[src/hw/rtl/swlcw_pkg.sv]
`timescale 1ns / 1ps
// ----------------------------------------------------------------------------
// swlcw_pkg
// Shared types and constants for the single-wire LED chain writer.
// ----------------------------------------------------------------------------
package swlcw_pkg;

    localparam int LEVEL_W   = 8;
    localparam int CFG_IDX_W = 2;

    // register indexes
    localparam logic [CFG_IDX_W-1:0] CFG_CHAIN_LENGTH = 2'd0;
    localparam logic [CFG_IDX_W-1:0] CFG_END_GAP      = 2'd1;
    localparam logic [CFG_IDX_W-1:0] CFG_LATCH_GAP    = 2'd2;

    localparam logic [7:0] CHAIN_LENGTH_RST = 8'd26;
    localparam logic [7:0] END_GAP_RST      = 8'd24;
    localparam logic [7:0] LATCH_GAP_RST    = 8'd60;

    // item kinds
    localparam logic KIND_TICK    = 1'b0;
    localparam logic KIND_REQUEST = 1'b1;

    localparam logic [7:0] SYMBOL_UNITS    = 8'd6;
    localparam logic [4:0] FRAME_SYMBOLS   = 5'd2;
    localparam logic [4:0] CMD_SYMBOLS     = 5'd6;
    localparam logic [4:0] PAYLOAD_SYMBOLS = 5'd30;
    localparam logic [5:0] CMD_PATTERN     = 6'b111010;

    typedef struct packed {
        logic [7:0] chain_length;
        logic [7:0] end_gap_units;
        logic [7:0] latch_gap_units;
    } cfg_t;

    typedef struct packed {
        logic               kind;
        logic [7:0]         device_index;
        logic [LEVEL_W-1:0] red_level;
        logic [LEVEL_W-1:0] green_level;
        logic [LEVEL_W-1:0] blue_level;
    } item_t;

    typedef struct packed {
        logic pin_level;
        logic busy_res;
        logic accepted;
        logic done_res;
    } result_t;

endpackage

[src/hw/rtl/swlcw_cfg.sv]
`timescale 1ns / 1ps
// ----------------------------------------------------------------------------
// swlcw_cfg
// Configuration registers: chain length and the two gap lengths.
// ----------------------------------------------------------------------------
module swlcw_cfg (
    input  logic                           clk,
    input  logic                           rst_n,
    input  logic                           cfg_we,
    input  logic [swlcw_pkg::CFG_IDX_W-1:0] cfg_index,
    input  logic [7:0]                     cfg_wdata,
    output swlcw_pkg::cfg_t                cfg
);

    swlcw_pkg::cfg_t cfg_reg;

    always_ff @(posedge clk or negedge rst_n)
    begin
        if (!rst_n)
        begin
            cfg_reg.chain_length    <= swlcw_pkg::CHAIN_LENGTH_RST;
            cfg_reg.end_gap_units   <= swlcw_pkg::END_GAP_RST;
            cfg_reg.latch_gap_units <= swlcw_pkg::LATCH_GAP_RST;
        end
        else if (cfg_we)
        begin
            case (cfg_index)
                swlcw_pkg::CFG_CHAIN_LENGTH: cfg_reg.chain_length    <= cfg_wdata;
                swlcw_pkg::CFG_END_GAP:      cfg_reg.end_gap_units   <= cfg_wdata;
                swlcw_pkg::CFG_LATCH_GAP:    cfg_reg.latch_gap_units <= cfg_wdata;
                default:                     cfg_reg                 <= cfg_reg;
            endcase
        end
    end

    assign cfg = cfg_reg;

endmodule

[src/hw/rtl/swlcw_core.sv]
`timescale 1ns / 1ps
// ----------------------------------------------------------------------------
// swlcw_core
// Waveform sequencer: advances the chain state by one item per step and
// registers the result.
// ----------------------------------------------------------------------------
module swlcw_core (
    input  logic               clk,
    input  logic               rst_n,
    input  logic               step_en,
    input  swlcw_pkg::item_t   item,
    input  swlcw_pkg::cfg_t    cfg,
    output swlcw_pkg::result_t result
);

    typedef enum logic [2:0] {
        PH_IDLE    = 3'd0,
        PH_FRAME   = 3'd1,
        PH_PAYLOAD = 3'd2,
        PH_EOS     = 3'd3,
        PH_LATCH   = 3'd4
    } phase_t;

    phase_t             phase_reg, phase_next;
    logic [7:0]         chip_counter_reg, chip_counter_next;
    logic [4:0]         symbol_counter_reg, symbol_counter_next;
    logic [7:0]         unit_counter_reg, unit_counter_next;
    logic [23:0]        color_shift_reg, color_shift_next;
    logic [7:0]         target_chip_reg, target_chip_next;
    logic               line_level_reg, line_level_next;
    swlcw_pkg::result_t result_reg, result_next;

    logic [7:0] unit_inc;
    logic [4:0] sym_inc;
    logic [7:0] chip_inc;
    logic       sym_done;
    logic       data_bit;
    logic [2:0] cmd_pos;

    function automatic logic symbol_level(input logic bit_val, input logic [7:0] unit);
        symbol_level = (unit == 8'd0) || ((unit == 8'd2) && bit_val);
    endfunction

    function automatic logic [7:0] gap_len(input logic [7:0] gap);
        gap_len = (gap == 8'd0) ? 8'd1 : gap;
    endfunction

    assign unit_inc = unit_counter_reg + 8'd1;
    assign sym_inc  = symbol_counter_reg + 5'd1;
    assign chip_inc = chip_counter_reg + 8'd1;
    assign sym_done = unit_inc >= swlcw_pkg::SYMBOL_UNITS;
    // command bits go out msb first
    assign cmd_pos  = 3'd5 - symbol_counter_reg[2:0];
    assign data_bit = (symbol_counter_reg < swlcw_pkg::CMD_SYMBOLS)
                      ? swlcw_pkg::CMD_PATTERN[cmd_pos] : color_shift_reg[23];

    always_comb
    begin
        phase_next          = phase_reg;
        chip_counter_next   = chip_counter_reg;
        symbol_counter_next = symbol_counter_reg;
        unit_counter_next   = unit_counter_reg;
        color_shift_next    = color_shift_reg;
        target_chip_next    = target_chip_reg;
        line_level_next     = line_level_reg;
        result_next.pin_level = line_level_reg;
        result_next.accepted  = 1'b0;
        result_next.done_res  = 1'b0;

        if (item.kind == swlcw_pkg::KIND_REQUEST)
        begin
            // requests take no time on the line
            if (phase_reg == PH_IDLE)
            begin
                target_chip_next    = item.device_index;
                color_shift_next    = {item.blue_level, item.green_level, item.red_level};
                chip_counter_next   = 8'd0;
                symbol_counter_next = 5'd0;
                unit_counter_next   = 8'd0;
                phase_next          = (cfg.chain_length == 8'd0) ? PH_LATCH : PH_FRAME;
                result_next.accepted = 1'b1;
            end
        end
        else
        begin
            case (phase_reg)
                PH_FRAME:
                begin
                    result_next.pin_level = symbol_level(1'b0, unit_counter_reg);
                    unit_counter_next = unit_inc;
                    if (sym_done)
                    begin
                        unit_counter_next   = 8'd0;
                        symbol_counter_next = sym_inc;
                        if (sym_inc >= swlcw_pkg::FRAME_SYMBOLS)
                        begin
                            symbol_counter_next = 5'd0;
                            phase_next = (chip_counter_reg == target_chip_reg)
                                         ? PH_PAYLOAD : PH_EOS;
                        end
                    end
                end
                PH_PAYLOAD:
                begin
                    result_next.pin_level = symbol_level(data_bit, unit_counter_reg);
                    unit_counter_next = unit_inc;
                    if (sym_done)
                    begin
                        unit_counter_next = 8'd0;
                        if (symbol_counter_reg >= swlcw_pkg::CMD_SYMBOLS)
                            color_shift_next = {color_shift_reg[22:0], 1'b0};
                        symbol_counter_next = sym_inc;
                        if (sym_inc >= swlcw_pkg::PAYLOAD_SYMBOLS)
                        begin
                            symbol_counter_next = 5'd0;
                            phase_next = PH_EOS;
                        end
                    end
                end
                PH_EOS:
                begin
                    result_next.pin_level = 1'b0;
                    unit_counter_next = unit_inc;
                    if (unit_inc >= gap_len(cfg.end_gap_units))
                    begin
                        unit_counter_next = 8'd0;
                        chip_counter_next = chip_inc;
                        phase_next = (chip_inc >= cfg.chain_length) ? PH_LATCH : PH_FRAME;
                    end
                end
                PH_LATCH:
                begin
                    result_next.pin_level = 1'b0;
                    unit_counter_next = unit_inc;
                    if (unit_inc >= gap_len(cfg.latch_gap_units))
                    begin
                        unit_counter_next    = 8'd0;
                        phase_next           = PH_IDLE;
                        result_next.done_res = 1'b1;
                    end
                end
                default:
                begin
                    phase_next            = PH_IDLE;
                    result_next.pin_level = 1'b0;
                end
            endcase
            line_level_next = result_next.pin_level;
        end

        result_next.busy_res = (phase_next != PH_IDLE);
    end

    always_ff @(posedge clk or negedge rst_n)
    begin
        if (!rst_n)
        begin
            phase_reg          <= PH_IDLE;
            chip_counter_reg   <= 8'd0;
            symbol_counter_reg <= 5'd0;
            unit_counter_reg   <= 8'd0;
            color_shift_reg    <= 24'd0;
            target_chip_reg    <= 8'd0;
            line_level_reg     <= 1'b0;
            result_reg         <= '0;
        end
        else if (step_en)
        begin
            phase_reg          <= phase_next;
            chip_counter_reg   <= chip_counter_next;
            symbol_counter_reg <= symbol_counter_next;
            unit_counter_reg   <= unit_counter_next;
            color_shift_reg    <= color_shift_next;
            target_chip_reg    <= target_chip_next;
            line_level_reg     <= line_level_next;
            result_reg         <= result_next;
        end
    end

    assign result = result_reg;

endmodule

[src/hw/rtl/single_wire_led_chain_writer_unit.sv]
`timescale 1ns / 1ps
// ----------------------------------------------------------------------------
// single_wire_led_chain_writer_unit
// Single-wire waveform writer for a daisy chain of RGB LED driver chips.
// ----------------------------------------------------------------------------
// Every item (a tick or a write request) gives exactly one result item. The
// block takes one item per clock cycle, sustained, as long as results are
// taken; an item goes through an input register and the sequencer's result
// register, and its result is offered from the result register. While a
// result waits, one more item can still be taken into the input register;
// after that the input stalls until the result is taken. Each tick item
// is one time unit of the line; requests take no time and are dropped
// (accepted = 0) while a chain write is in progress.
module single_wire_led_chain_writer_unit (
    input  logic                            clk,
    input  logic                            rst_n,
    input  logic                            in_valid,
    output logic                            in_ready,
    input  logic                            kind,
    input  logic [7:0]                      device_index,
    input  logic [swlcw_pkg::LEVEL_W-1:0]   red_level,
    input  logic [swlcw_pkg::LEVEL_W-1:0]   green_level,
    input  logic [swlcw_pkg::LEVEL_W-1:0]   blue_level,
    output logic                            out_valid,
    input  logic                            out_ready,
    output logic                            pin_level,
    output logic                            busy_res,
    output logic                            accepted,
    output logic                            done_res,
    input  logic                            cfg_we,
    input  logic [swlcw_pkg::CFG_IDX_W-1:0] cfg_index,
    input  logic [7:0]                      cfg_wdata
);

    swlcw_pkg::cfg_t    cfg;
    swlcw_pkg::item_t   item_reg;
    swlcw_pkg::result_t result;
    logic               in_valid_reg;
    logic               out_valid_reg;
    logic               advance;
    logic               step_en;

    // the result register moves when empty or being drained
    assign advance  = !out_valid_reg || out_ready;
    assign in_ready = !in_valid_reg || advance;
    assign step_en  = in_valid_reg && advance;

    always_ff @(posedge clk or negedge rst_n)
    begin
        if (!rst_n)
        begin
            in_valid_reg  <= 1'b0;
            out_valid_reg <= 1'b0;
        end
        else
        begin
            if (in_ready)
                in_valid_reg <= in_valid;
            if (advance)
                out_valid_reg <= in_valid_reg;
        end
    end

    always_ff @(posedge clk)
    begin
        if (in_valid && in_ready)
        begin
            item_reg.kind         <= kind;
            item_reg.device_index <= device_index;
            item_reg.red_level    <= red_level;
            item_reg.green_level  <= green_level;
            item_reg.blue_level   <= blue_level;
        end
    end

    swlcw_cfg u_cfg (
        .clk       (clk),
        .rst_n     (rst_n),
        .cfg_we    (cfg_we),
        .cfg_index (cfg_index),
        .cfg_wdata (cfg_wdata),
        .cfg       (cfg)
    );

    swlcw_core u_core (
        .clk     (clk),
        .rst_n   (rst_n),
        .step_en (step_en),
        .item    (item_reg),
        .cfg     (cfg),
        .result  (result)
    );

    assign out_valid = out_valid_reg;
    assign pin_level = result.pin_level;
    assign busy_res  = result.busy_res;
    assign accepted  = result.accepted;
    assign done_res  = result.done_res;

    // the transfer is over on the done item
    a_done_not_busy: assert property (@(posedge clk) disable iff (!rst_n)
        out_valid |-> !(done_res && busy_res))
        else $error("done and busy reported together");

    // a taken request always starts a transfer
    a_accept_busy: assert property (@(posedge clk) disable iff (!rst_n)
        (out_valid && accepted) |-> busy_res)
        else $error("request taken but block not busy");

    // the line rests low whenever no transfer is running
    a_idle_low: assert property (@(posedge clk) disable iff (!rst_n)
        (out_valid && pin_level) |-> busy_res)
        else $error("line high while idle");

    // a step always leaves a result in the result register
    a_step_src: assert property (@(posedge clk) disable iff (!rst_n)
        step_en |=> out_valid_reg)
        else $error("result register not loaded after a step");

endmodule

[config.mk]
export PLATFORM = sky130hd
export DESIGN_NAME = single_wire_led_chain_writer_unit
export DESIGN_NICKNAME = d
export VERILOG_FILES = /design/src/hw/rtl/swlcw_pkg.sv /design/src/hw/rtl/swlcw_cfg.sv /design/src/hw/rtl/swlcw_core.sv /design/src/hw/rtl/single_wire_led_chain_writer_unit.sv
export SDC_FILE = /design/constraint.sdc
export NUM_CORES = 1
export LEC_CHECK = 0
export BUFFER_PORTS_ARGS = -buffer_cell sky130_fd_sc_hd__buf_2
export CORE_UTILIZATION = 54
export CTS_CLUSTER_SIZE = 24
export DETAILED_ROUTE_END_ITERATION = 16
export PLACE_DENSITY = 0.73
export SLEW_MARGIN = 20
export SYNTH_ARGS = -nofsm -noshare
export SYNTH_HDL_FRONTEND = slang
export SYNTH_SLANG_ARGS = --single-unit
[constraint.sdc]
create_clock -name clk -period 7.1 [get_ports clk]
set_clock_uncertainty 0.1 [all_clocks]
set_input_delay 0.71 -clock clk [delete_from_list [all_inputs] [get_ports clk]]
set_output_delay 0.71 -clock clk [all_outputs]
set_load 0.01 [all_outputs]
==> flow_summary.ini <==
[timing]
fmax_ghz = 0.289
rsz0062_at_grt = false
period_share_pct = 48.8
drv_slew = 0
holdWs_ns = 0.113
period_minus_slack_ns = 3.46
slew_headroom_pct = 32.2
fin_setup_tns_ns = 0
worst_pin_slew_ns = 1.01
hold_viol = 0
setup_violations = 0

[drt]
routed_wl_um = 12000
drc = 0
drtIter0Drc = 243
ant_nets = 0
viasPerCell = 5.66
vias = 4377
first_pass_iters = 5
wl_per_cell_um = 15.5

[synthesis]
synth.avg_cell_area_um2 = 10.8
syn-num-nets = 644
syn-cell-area_um2 = 6120
yosysMostFrequentCell = dfrtp_1
ys_warn_count = 0
synth_edf_count = 33
yosysSeqAreaShare_pct = 51.6
synth_flop_cell = dfrtp_1
synth_cells = 564
yosys-top-cells-count = dfrtp_1 (77), nor2_1 (46), nand2_1 (43)
synth_area_leaders = dfrtp_1 (32%), edfxtp_1 (16%), ha_1 (6.5%)
synth_async_sr_flop_share_pct = 72.3
yosysTopAreaCell = dfrtp_1
synth.top_cell.area_share_pct = 31.5
ys_seq_elements = 119
synth_cell_types = 63

[finish]
final_nets = 700
antennaDiodeCount = 0
regArea_um2 = 3150
fillers = 857
multiInputGateArea_um2 = 2750
largest_reg_flops = 33
area_delta_synth_final_pct = 16.7
drive_gt1_share_pct = 22.1

[hold_path]
hold_class = in -> async

[setup_path]
rrSetupSlack_ns = 3.64
cp_max_fo = 11
worstSetupStartpointType = flip-flop
crit_type = reg -> reg
r2r_end = u_core.result[2]
critPathRequiredTime_ns = 7.33
critPathArrivalTime_ns = 3.69
r2r-start = u_core.unit_counter_reg[0]
end_kind = flip-flop
ff2ff_path_depth = 10

[floorplan]
die_area_um2 = 11800
placementRows = 38
coreArea_um2 = 10900
die_x_um = 108
start_util_pct = 55.9
io_pins = 54
die_h_um = 108

[pwr]
powerDensity_nw_per_um2 = 344
vdd_drop_max_mv = 0.330
leakagePower_uw = 0.00327

[grt]
gr-usage-all-layers_pct = 22.7
grt_pass1_vias = 4453
grt_pass1_wl_um = 20400
grt_max_degree = 58
grt_overflow = 0
antenna_found_initial = 0

[clock_network]
cts_resized = 0
cts_root_buffer = clkbuf_16
cts_tree = yes
postCtsHoldBufs = 0
cts_buffers = 17
cts_max_path_buffers = 2
post_cts_buffers = 0
cts_htree_levels = 4
cts.sinks = 119
path_clk_slew_ns = 0.06
clk_latency_ns = 0.41

[placement]
numPortBuffers = 53
gp_congestion = 0.874
dpl.hpwl_um = 8310

[flow_run]
cap_violations = 0

[outcome]
status = complete, no violations
where the power goes:
| group | internal, µW | switching [µW] |
|---|---|---|
| sequential | 858 | 122 |
| clock | 546 | 333 |
| combinational | 271 | 329 |
| total | 1670 | 784 |
area by class of cell:
type	instances	share of cell area, %
Clock buffer	18	6.31
Clock inverter	14	2.24
Inverter	33	1.74
Multi-Input combinational cell	391	38.5
Sequential cell	119	44.2
Tap cell	140	2.45
Timing Repair Buffer	58	4.56
critical path, cell delays in order (launching register included):
cell	delay (ns)
dfrtp_1	0.48
ha_1	0.42
nand4_1	0.16
xnor2_1	0.20
ha_1	0.36
and4_1	0.23
a21oi_2	0.09
or4_4	0.52
or4_1	0.41
a31o_1	0.23
a31oi_1	0.18
cell families after synthesis:
logic type / synth area share (%)
flops: 51.6
fa+ha+maj: 6.55
buf+inv: 3.66
xor+xnor: 3.85
compound gates: 11.6
mux: 8.69
simple gates: 14.1
worst max-delay path by stage:
stage / from / to / slack, ns / cells past startpoint
3_5_place_dp: u_core.unit_counter_reg[0] / u_core.result[2] / 3.72 / 10
4_1_cts: u_core.unit_counter_reg[0] / u_core.result[2] / 3.67 / 10
6_report: u_core.unit_counter_reg[0] / u_core.result[2] / 3.64 / 10
5_1_grt: u_core.unit_counter_reg[0] / u_core.result[2] / 3.41 / 10
2_1_floorplan: u_core.unit_counter_reg[0] / u_core.result[2] / 3.99 / 11
3_3_place_gp: u_core.unit_counter_reg[0] / u_core.result[2] / 3.79 / 10
cells in the final DEF (no fill, tap or decap), types with 6 or more instances in the layout:
master,count
dfrtp_1,77
buf_2,52
nor2_1,46
nand2_1,43
a21oi_1,36
inv_1,33
edfxtp_1,33
ha_1,32
o21ai_0,26
mux2_2,25
mux2i_1,25
nand3_1,18
clkbuf_16,18
xor2_1,15
nand2b_1,13
nor3_1,11
xnor2_1,10
nor4_1,9
dfstp_2,9
inv_6,6
layer usage:
| metal | vias to the layer above | wire length (µm) | track usage (%) |
|---|---|---|---|
| met2 | 101 | 5900 | 37.7 |
| li1 | 2139 | - | - |
| met3 | 16 | 480 | 6.99 |
| met1 | 2121 | 5420 | 27.9 |
| met4 | 0 | 161 | 8.01 |
| met5 | - | 0 | 0 |
stage by stage:
| stage | cells | worst slack, ns | power [µW] | cell area [µm²] | util [%] |
|---|---|---|---|---|---|
| final | 773 | 3.64 | 2460 | 7140 | 65.3 |
| after global routing | 773 | 3.41 | 2610 | 7140 | 65.3 |
| after detailed placement | 740 | 3.72 | 1590 | 6500 | 59.4 |
| after floorplan | 564 | 3.99 | 1430 | 6120 | - |
| after CTS | 772 | 3.67 | 2470 | 7110 | 65.0 |
| after global placement | 740 | 3.79 | 1550 | 6500 | 59.4 |
(Power assumes the default switching activity.)
